<file path="src/sv/mck_pkg.sv">
// Shared types, constants and the character code tables of the Morse keyer.
package mck_pkg;

  localparam int unsigned CharW = 8;
  localparam int unsigned TimeW = 12;
  localparam int unsigned DurW  = 13;
  localparam int unsigned CodeW = 7;
  localparam int unsigned ElemW = 6;
  localparam int unsigned CntW  = 3;
  localparam int unsigned CfgIdxW = 2;

  localparam logic [CfgIdxW-1:0] CfgIdxDot  = 2'd0;
  localparam logic [CfgIdxW-1:0] CfgIdxDash = 2'd1;
  localparam logic [CfgIdxW-1:0] CfgIdxGap  = 2'd2;

  localparam logic [TimeW-1:0] DotReset  = 12'd100;
  localparam logic [TimeW-1:0] DashReset = 12'd300;
  localparam logic [TimeW-1:0] GapReset  = 12'd50;

  localparam logic [CharW-1:0] CharSpace = 8'h20;

  // Code: leading 1 marker, then elements MSB first; 1 = dash, 0 = dot.
  localparam logic [CodeW-1:0] LatinCodes [26] = '{
    7'd5, 7'd24, 7'd26, 7'd12, 7'd2, 7'd18, 7'd14, 7'd16, 7'd4, 7'd23, 7'd13, 7'd20, 7'd7,
    7'd6, 7'd15, 7'd22, 7'd29, 7'd10, 7'd8, 7'd3, 7'd9, 7'd17, 7'd11, 7'd25, 7'd27, 7'd28
  };

  localparam logic [CodeW-1:0] DigitCodes [10] = '{
    7'd63, 7'd47, 7'd39, 7'd35, 7'd33, 7'd32, 7'd48, 7'd56, 7'd60, 7'd62
  };

  localparam logic [CodeW-1:0] CyrCodes [32] = '{
    7'd5, 7'd24, 7'd11, 7'd14, 7'd12, 7'd2, 7'd17, 7'd28,
    7'd4, 7'd23, 7'd13, 7'd20, 7'd7, 7'd6, 7'd15, 7'd22,
    7'd10, 7'd8, 7'd3, 7'd9, 7'd18, 7'd16, 7'd26, 7'd30,
    7'd31, 7'd29, 7'd90, 7'd27, 7'd25, 7'd36, 7'd19, 7'd21
  };

  localparam logic [CodeW-1:0] CodePeriod   = 7'd85;
  localparam logic [CodeW-1:0] CodeComma    = 7'd115;
  localparam logic [CodeW-1:0] CodeQuestion = 7'd76;
  localparam logic [CodeW-1:0] CodeNone     = 7'd0;

  typedef enum logic [2:0] {
    S_IDLE,
    S_TONE,
    S_GAP,
    S_CLOSE,
    S_STOP
  } seq_state_e;

  typedef struct packed {
    logic [TimeW-1:0] dot;
    logic [TimeW-1:0] dash;
    logic [TimeW-1:0] gap;
  } cfg_t;

  // Windows-1251 byte to Morse code, 0 when the byte has no code.
  function automatic logic [CodeW-1:0] code_of(input logic [CharW-1:0] ch);
    logic [CharW-1:0] c;
    logic [CodeW-1:0] code;
    logic [4:0]       lat_idx;
    c = ch;
    if (c inside {[8'h41:8'h5A]}) c = c + 8'h20;
    if (c inside {[8'hC0:8'hDF]}) c = c + 8'h20;
    if (c == 8'hA8 || c == 8'hB8) c = 8'hE5;
    lat_idx = c[4:0] - 5'd1;
    if (c inside {[8'h61:8'h7A]}) code = LatinCodes[lat_idx];
    else if (c inside {[8'h30:8'h39]}) code = DigitCodes[c[3:0]];
    else if (c >= 8'hE0) code = CyrCodes[c[4:0]];
    else if (c == 8'h2E) code = CodePeriod;
    else if (c == 8'h2C) code = CodeComma;
    else if (c == 8'h3F) code = CodeQuestion;
    else code = CodeNone;
    return code;
  endfunction

endpackage

</file>
<file path="src/sv/mck_if.sv">
// Valid/ready stream interfaces for character words and segment words.
interface mck_char_if;
  logic                        valid;
  logic                        ready;
  logic [mck_pkg::CharW-1:0]   char_code;

  modport source (output valid, output char_code, input ready);
  modport sink   (input valid, input char_code, output ready);
endinterface

interface mck_seg_if;
  logic                       valid;
  logic                       ready;
  logic                       tone_on;
  logic [mck_pkg::DurW-1:0]   duration_ms;
  logic                       stop;
  logic                       last;

  modport source (output valid, output tone_on, output duration_ms, output stop,
                  output last, input ready);
  modport sink   (input valid, input tone_on, input duration_ms, input stop,
                  input last, output ready);
endinterface

</file>
<file path="src/sv/mck_cfg_regs.sv">
// Timing register file: dot, dash and gap lengths.
module mck_cfg_regs (
  input  logic                          clk_i,
  input  logic                          rst_ni,
  input  logic                          cfg_we_i,
  input  logic [mck_pkg::CfgIdxW-1:0]   cfg_idx_i,
  input  logic [mck_pkg::TimeW-1:0]     cfg_wdata_i,
  output mck_pkg::cfg_t                 cfg_o
);

  mck_pkg::cfg_t cfg_q, cfg_d;

  always_comb begin
    cfg_d = cfg_q;
    if (cfg_we_i) begin
      case (cfg_idx_i)
        mck_pkg::CfgIdxDot:  cfg_d.dot  = cfg_wdata_i;
        mck_pkg::CfgIdxDash: cfg_d.dash = cfg_wdata_i;
        mck_pkg::CfgIdxGap:  cfg_d.gap  = cfg_wdata_i;
        default: ;
      endcase
    end
  end

  always_ff @(posedge clk_i or negedge rst_ni) begin
    if (!rst_ni) begin
      cfg_q.dot  <= mck_pkg::DotReset;
      cfg_q.dash <= mck_pkg::DashReset;
      cfg_q.gap  <= mck_pkg::GapReset;
    end else begin
      cfg_q <= cfg_d;
    end
  end

  assign cfg_o = cfg_q;

endmodule

</file>
<file path="src/sv/mck_seq.sv">
// Element sequencer: code shift register, element counter and output register.
module mck_seq (
  input  logic              clk_i,
  input  logic              rst_ni,
  input  mck_pkg::cfg_t     cfg_i,
  mck_char_if.sink          char_i,
  mck_seg_if.source         seg_o
);

  mck_pkg::seq_state_e state_q, state_d;

  logic [mck_pkg::CntW-1:0]  cnt_q, cnt_d;
  logic [mck_pkg::ElemW-1:0] elem_q, elem_d;

  logic                      out_vq, out_vd;
  logic                      tone_q, tone_d;
  logic [mck_pkg::DurW-1:0]  dur_q, dur_d;
  logic                      stop_q, stop_d;
  logic                      last_q, last_d;

  logic [mck_pkg::CodeW-1:0]  code_w;
  logic [mck_pkg::CntW-1:0]   len_w;
  logic [mck_pkg::ElemW-1:0]  align_w;
  logic                       out_free;
  logic [mck_pkg::DurW-1:0]   gap_w;
  logic [mck_pkg::DurW-1:0]   gap2_w;

  assign code_w   = mck_pkg::code_of(char_i.char_code);
  assign out_free = !out_vq || seg_o.ready;
  assign gap_w    = {1'b0, cfg_i.gap};
  assign gap2_w   = {cfg_i.gap, 1'b0};

  // Marker position gives the element count.
  always_comb begin
    if (code_w[6])      len_w = 3'd6;
    else if (code_w[5]) len_w = 3'd5;
    else if (code_w[4]) len_w = 3'd4;
    else if (code_w[3]) len_w = 3'd3;
    else if (code_w[2]) len_w = 3'd2;
    else                len_w = 3'd1;
  end

  // First element goes to the top bit.
  assign align_w = code_w[mck_pkg::ElemW-1:0] << (3'd6 - len_w);

  always_comb begin
    state_d = state_q;
    cnt_d   = cnt_q;
    elem_d  = elem_q;
    out_vd  = out_vq && !seg_o.ready;
    tone_d  = tone_q;
    dur_d   = dur_q;
    stop_d  = stop_q;
    last_d  = last_q;
    case (state_q)
      mck_pkg::S_IDLE: begin
        if (char_i.valid) begin
          if (char_i.char_code == mck_pkg::CharSpace) begin
            cnt_d   = '0;
            state_d = mck_pkg::S_GAP;
          end else if (code_w == mck_pkg::CodeNone) begin
            state_d = mck_pkg::S_STOP;
          end else begin
            cnt_d   = len_w;
            elem_d  = align_w;
            state_d = mck_pkg::S_TONE;
          end
        end
      end
      mck_pkg::S_TONE: begin
        if (out_free) begin
          out_vd  = 1'b1;
          tone_d  = 1'b1;
          dur_d   = {1'b0, (elem_q[mck_pkg::ElemW-1] ? cfg_i.dash : cfg_i.dot)};
          stop_d  = 1'b0;
          last_d  = 1'b0;
          elem_d  = elem_q << 1;
          cnt_d   = cnt_q - 3'd1;
          state_d = mck_pkg::S_GAP;
        end
      end
      mck_pkg::S_GAP: begin
        if (out_free) begin
          out_vd  = 1'b1;
          tone_d  = 1'b0;
          dur_d   = gap_w;
          stop_d  = 1'b0;
          last_d  = 1'b0;
          state_d = (cnt_q == '0) ? mck_pkg::S_CLOSE : mck_pkg::S_TONE;
        end
      end
      mck_pkg::S_CLOSE: begin
        if (out_free) begin
          out_vd  = 1'b1;
          tone_d  = 1'b0;
          dur_d   = gap2_w;
          stop_d  = 1'b0;
          last_d  = 1'b1;
          state_d = mck_pkg::S_IDLE;
        end
      end
      mck_pkg::S_STOP: begin
        if (out_free) begin
          out_vd  = 1'b1;
          tone_d  = 1'b0;
          dur_d   = '0;
          stop_d  = 1'b1;
          last_d  = 1'b1;
          state_d = mck_pkg::S_IDLE;
        end
      end
      default: state_d = mck_pkg::S_IDLE;
    endcase
  end

  always_ff @(posedge clk_i or negedge rst_ni) begin
    if (!rst_ni) begin
      state_q <= mck_pkg::S_IDLE;
      cnt_q   <= '0;
      out_vq  <= 1'b0;
    end else begin
      state_q <= state_d;
      cnt_q   <= cnt_d;
      out_vq  <= out_vd;
    end
  end

  always_ff @(posedge clk_i) begin
    elem_q <= elem_d;
    tone_q <= tone_d;
    dur_q  <= dur_d;
    stop_q <= stop_d;
    last_q <= last_d;
  end

  assign char_i.ready      = (state_q == mck_pkg::S_IDLE);
  assign seg_o.valid       = out_vq;
  assign seg_o.tone_on     = tone_q;
  assign seg_o.duration_ms = dur_q;
  assign seg_o.stop        = stop_q;
  assign seg_o.last        = last_q;

  a_accept_leaves_idle: assert property (@(posedge clk_i) disable iff (!rst_ni)
    char_i.valid && char_i.ready |=> state_q != mck_pkg::S_IDLE)
    else $error("word accepted but sequencer stayed idle");

  a_tone_has_element: assert property (@(posedge clk_i) disable iff (!rst_ni)
    state_q == mck_pkg::S_TONE |-> cnt_q != '0)
    else $error("tone state with no element left");

  a_stop_is_last: assert property (@(posedge clk_i) disable iff (!rst_ni)
    out_vq && stop_q |-> last_q && !tone_q && dur_q == '0)
    else $error("malformed stop word");

  a_tone_not_last: assert property (@(posedge clk_i) disable iff (!rst_ni)
    out_vq && tone_q |-> !last_q && !stop_q)
    else $error("tone segment flagged as last");

endmodule

</file>
<file path="src/sv/morse_code_keyer.sv">
// Morse keyer top level: timing registers and element sequencer.
// The first segment word of a character is formed in the state after S_IDLE.
// A character of n elements gives 2n+1 segment words (tones, gaps and a closing
// gap); a space gives two and a byte with no code one stop word. One segment per
// cycle while seg_o is ready; new characters are taken only in S_IDLE.
// Reset: asynchronous active low; timing registers return to 100/300/50 ms.
module morse_code_keyer (
  input  logic                          clk_i,
  input  logic                          rst_ni,
  input  logic                          cfg_we_i,
  input  logic [mck_pkg::CfgIdxW-1:0]   cfg_idx_i,
  input  logic [mck_pkg::TimeW-1:0]     cfg_wdata_i,
  mck_char_if.sink                      char_i,
  mck_seg_if.source                     seg_o
);

  mck_pkg::cfg_t cfg;

  mck_cfg_regs u_cfg_regs (
    .clk_i       (clk_i),
    .rst_ni      (rst_ni),
    .cfg_we_i    (cfg_we_i),
    .cfg_idx_i   (cfg_idx_i),
    .cfg_wdata_i (cfg_wdata_i),
    .cfg_o       (cfg)
  );

  mck_seq u_seq (
    .clk_i  (clk_i),
    .rst_ni (rst_ni),
    .cfg_i  (cfg),
    .char_i (char_i),
    .seg_o  (seg_o)
  );

endmodule
</file>
<file path="src/flat_wrapper.sv">
// flat-port wrapper written by rule: the top's interface ports become plain ports
module morse_code_keyer_flat 
  (clk_i, rst_ni, cfg_we_i, cfg_idx_i, cfg_wdata_i, char_i_valid, char_i_char_code, char_i_ready, seg_o_valid, seg_o_tone_on, seg_o_duration_ms, seg_o_stop, seg_o_last, seg_o_ready);
  mck_char_if char_i_i ();
  mck_seg_if seg_o_i ();
  input  logic clk_i;
  input  logic rst_ni;
  input  logic cfg_we_i;
  input  logic [mck_pkg::CfgIdxW-1:0] cfg_idx_i;
  input  logic [mck_pkg::TimeW-1:0] cfg_wdata_i;
  input wire logic [$bits(char_i_i.valid)-1:0] char_i_valid;
  input wire logic [$bits(char_i_i.char_code)-1:0] char_i_char_code;
  output wire logic [$bits(char_i_i.ready)-1:0] char_i_ready;
  output wire logic [$bits(seg_o_i.valid)-1:0] seg_o_valid;
  output wire logic [$bits(seg_o_i.tone_on)-1:0] seg_o_tone_on;
  output wire logic [$bits(seg_o_i.duration_ms)-1:0] seg_o_duration_ms;
  output wire logic [$bits(seg_o_i.stop)-1:0] seg_o_stop;
  output wire logic [$bits(seg_o_i.last)-1:0] seg_o_last;
  input wire logic [$bits(seg_o_i.ready)-1:0] seg_o_ready;
  assign char_i_i.valid = char_i_valid;
  assign char_i_i.char_code = char_i_char_code;
  assign char_i_ready = char_i_i.ready;
  assign seg_o_valid = seg_o_i.valid;
  assign seg_o_tone_on = seg_o_i.tone_on;
  assign seg_o_duration_ms = seg_o_i.duration_ms;
  assign seg_o_stop = seg_o_i.stop;
  assign seg_o_last = seg_o_i.last;
  assign seg_o_i.ready = seg_o_ready;
  morse_code_keyer u_core (.clk_i(clk_i), .rst_ni(rst_ni), .cfg_we_i(cfg_we_i), .cfg_idx_i(cfg_idx_i), .cfg_wdata_i(cfg_wdata_i), .char_i(char_i_i), .seg_o(seg_o_i));
endmodule
</file>
<file path="config.mk">
export PLATFORM = sky130hd
export DESIGN_NAME = morse_code_keyer_flat
export DESIGN_NICKNAME = d
export VERILOG_FILES = /design/src/sv/mck_pkg.sv /design/src/sv/mck_if.sv /design/src/sv/mck_cfg_regs.sv /design/src/sv/mck_seq.sv /design/src/sv/morse_code_keyer.sv /design/src/flat_wrapper.sv
export SDC_FILE = /design/constraint.sdc
export NUM_CORES = 1
export LEC_CHECK = 0
export CAP_MARGIN = 15
export CORE_MARGIN = 2
export CORE_UTILIZATION = 35
export CTS_CLUSTER_SIZE = 25
export DETAILED_ROUTE_END_ITERATION = 12
export DONT_BUFFER_PORTS = 1
export PLACE_DENSITY = 0.49
export SYNTH_ARGS = -nofsm -noshare
export SYNTH_HDL_FRONTEND = slang
export SYNTH_SLANG_ARGS = --single-unit
</file>
<file path="constraint.sdc">
create_clock -name clk_i -period 3.2 [get_ports clk_i]
set_clock_uncertainty 0.05 [all_clocks]
set_input_delay 0.8 -clock clk_i [delete_from_list [all_inputs] [get_ports clk_i]]
set_output_delay 0.8 -clock clk_i [all_outputs]
set_load 0.005 [all_outputs]
</file>
==> metrics <==
global placer's final weighted congestion=0.877; Netlist cell types=89; routed len/inst=17.5 um; Worst-Skew Late Latency=0.32 ns; ys async rst share=0.662; Die Span Y=119 um; layout cells sized above 1=0.408; final core occ=0.471; initial DRC count=280; Synth Area per Inst=9.39 sq um; status=finished with violations; Crit Path Class=in -> reg; worst slew pin tran=0.784 ns; total nets after synthesis=531; commonest non-fill, non-tap cell in the layout=buf_4; TritonCTS clock tree=yes; Startpoint Class=primary input; final setup fails=17; critical path's slowest cell=o31a_1; nets@finish=616; Slew Limit Fails=0; IO Port Bufs=0; Max Clk Rate=0.218 GHz; total clock sinks=65; worst path cell trace=clkinv_16 -> ha_4 -> nand4b_4 -> o31a_1 -> a21oi_4 -> inv_4 -> ha_4 -> a211oi_4 -> a22o_1 -> nand2_2 -> nand2_2 -> ha_4 -> o21ai_1 -> o21ai_1 -> a221o_1 -> nand2_1 -> o21ai_1 -> or2_4 -> nor2_4 -> o31ai_4 -> ha_4 -> inv_2 -> o221a_4 -> a22o_1; EDFF count, synth=22; Max Cap Viol=0; Final Hold Fails=0; GRT Total Usage=0.190; final WL=13.3 mm; most frequent cells in the layout=99 x buf_4, 47 x nor2_1, 43 x nand2_1; Max Buffers Root-to-Sink=2; sequential element share of the synthesized area=0.376; pin count of the biggest net entering global routing=44; Synth Flop Type=dfrtp_1; Core Region=13,100 sq um; met3 Usage GRT=0.0283; Crit. End Element=register; Arrival @ worst endpoint=4.62 ns; Lkg Pwr=2.51 nW; Die Wd=119 um; number of global-route vias before repair=4,307; maximum VDD drop=352 uV; worst path required time=3.23 ns; Post-Syn Instances=496; first drt pass iteration count=4; Die ar.=14,200 sq um; YS warnings=0; Power Total=0.00398 W; met1 Use GR=0.238; clock buffer count from CTS=9; CTS H-Tree Depth=3; pwr/cell area=644 nW/um^2; violated checks=setup timing; first-pass GRT wire length=21.7 mm; Clock transition at path regs=0.05 ns; total global routing overflow=0; n_diodes=0; minimum clock period=4.59 ns; worst relative slew slack=0.476; post-route ant nets=0; fin worst setup slack=-1.39 ns; Most Crowded Layer GR=met2; Critical Path Fanout Max=12; DRC errors left=0; antenna violations before repair=0; FP Rows=42; Netlist Area Pre-Place=4660 sq um; Critical Path Most Common Cell=ha_4; slowest stage delay, CP=0.35 ns; Vias=4,263; Synth-to-Final Area Change=32.8%; worst hold-check path type=in -> async; post-DP HPWL=9.58 mm; Initial Util=0.354; IO Count=45; root buffer cell=clkbuf_16; RSZ-0062 raised after global routing=yes; Avg Vias per Cell=5.59; worst slack, placed=-1.84 ns; #FFs+latches synth=65; period utilisation layout=1.44; M2 GR Usage=0.331; # hold bufs at CTS=0
## timing repair
action	in CTS	in global routing
setup buffers	7	1
endpoints found under the setup margin	17	17
gates resized for setup	36	11
pin swaps	23	3
## worst paths after layout
kind                            cells past startpoint                     from  slack (ns)                     endpoint
worst min register to register                      2    u_core.u_seq.cnt_q[1]        0.44        u_core.u_seq.cnt_q[1]
max in group asynchronous                           0                   rst_ni        2.79  u_core.u_cfg_regs.cfg_o[29]
worst max-delay path                               24      char_i_char_code[5]       -1.39       u_core.u_seq.elem_q[3]
min in group clk_i                                  2    u_core.u_seq.cnt_q[1]        0.44        u_core.u_seq.cnt_q[1]
worst min-delay path                                0                   rst_ni        0.12        u_core.u_seq.cnt_q[0]
worst max register to register                      5  u_core.u_seq.state_q[0]        1.00        u_core.u_seq.cnt_q[0]
## synthesized netlist by cell type, types with 3 or more instances
cell type / instances / area share
nor2_1: 50 / 0.040
nand2_1: 47 / 0.038
mux2_2: 37 / 0.089
o21ai_0: 37 / 0.040
dfrtp_1: 33 / 0.18
a21oi_1: 23 / 0.025
edfxtp_1: 22 / 0.14
inv_1: 20 / 0.016
clkbuf_1: 18 / 0.015
a221oi_1: 14 / 0.026
mux2i_1: 13 / 0.028
dfstp_2: 10 / 0.056
ha_1: 8 / 0.022
nand2b_1: 8 / 0.011
nor3_1: 8 / 0.0086
a32oi_1: 6 / 0.011
nand3_1: 6 / 0.0065
o21ai_1: 6 / 0.0065
o22ai_1: 6 / 0.0081
a211oi_1: 5 / 0.0081
and2_1: 5 / 0.0067
buf_1: 5 / 0.0040
nor2b_1: 5 / 0.0067
a311oi_1: 4 / 0.0075
a32o_1: 4 / 0.0086
nand4_1: 4 / 0.0054
nor3b_1: 4 / 0.0065
a22o_1: 3 / 0.0056
a22oi_1: 3 / 0.0048
and3_1: 3 / 0.0040
buf_2: 3 / 0.0032
buf_6: 3 / 0.0073
nand3b_1: 3 / 0.0048
o211ai_1: 3 / 0.0048
## kinds of logic after synthesis
logic type | count (synthesis) | synth area share
adders and majority gates | 8 | 0.0215
and+or+nand+nor | 157 | 0.169
AOI/OAI and AO/OA | 159 | 0.259
buffers and inverters | 54 | 0.0513
xor gates and xnor gates | 3 | 0.00564
muxes | 50 | 0.117
DFF | 65 | 0.376
## power breakdown
group	internal [W]	leakage, nW	switching (W)
sequential	0.00124	0.711	0.000174
combinational	0.000746	1.64	0.000850
clock	0.000625	0.153	0.000348
total	0.00261	2.51	0.00137
## registers in the layout, indices dropped and copies added, names as in the netlist
signal,flops
u_core.u_cfg_regs.cfg_o,36
u_core.u_seq.seg_o.duration_ms,13
u_core.u_seq.elem_q,6
u_core.u_seq.cnt_q,3
u_core.u_seq.state_q,3
u_core.u_seq.seg_o.last,1
u_core.u_seq.seg_o.stop,1
u_core.u_seq.seg_o.tone_on,1
u_core.u_seq.seg_o.valid,1
## per-layer routing
metal	wire length, um	vias to the layer above
li1	-	2045
met1	5950	2075
met2	6580	117
met3	500	26
met4	312	0
met5	0	-
## metrics by stage
stage          hold WS [ns]  setup TNS (ns)  instances  cell area, sq um
3_5_place_dp          0.432          -28.44        738              5580
6_report              0.122          -22.20        762              6180
5_1_grt               0.104          -25.33        762              6180
3_3_place_gp          0.430          -28.13        738              5580
4_1_cts               0.109          -21.92        761              6120
2_1_floorplan         0.409          -27.45        496              4790
## worst max-delay path: cells and delay by family
family / cells / cell delay [ns]
AOI/OAI and AO/OA: 11 / 2.00
adders and majority gates: 4 / 0.90
buffers and inverters: 3 / 0.11
and+or+nand+nor: 6 / 0.78
## layout make-up
| class | instances | area, sq um |
|---|---|---|
| Fill cell | 1272 | 6950 |
| Multi-Input combinational cell | 377 | 2980 |
| Sequential cell | 65 | 1750 |
| Timing Repair Buffer | 105 | 811 |
| Clock buffer | 10 | 239 |
| Tap cell | 176 | 220 |
| Inverter | 23 | 120 |
| Clock inverter | 6 | 63.8 |
Note: power is estimated with default switching activity, not from simulation.
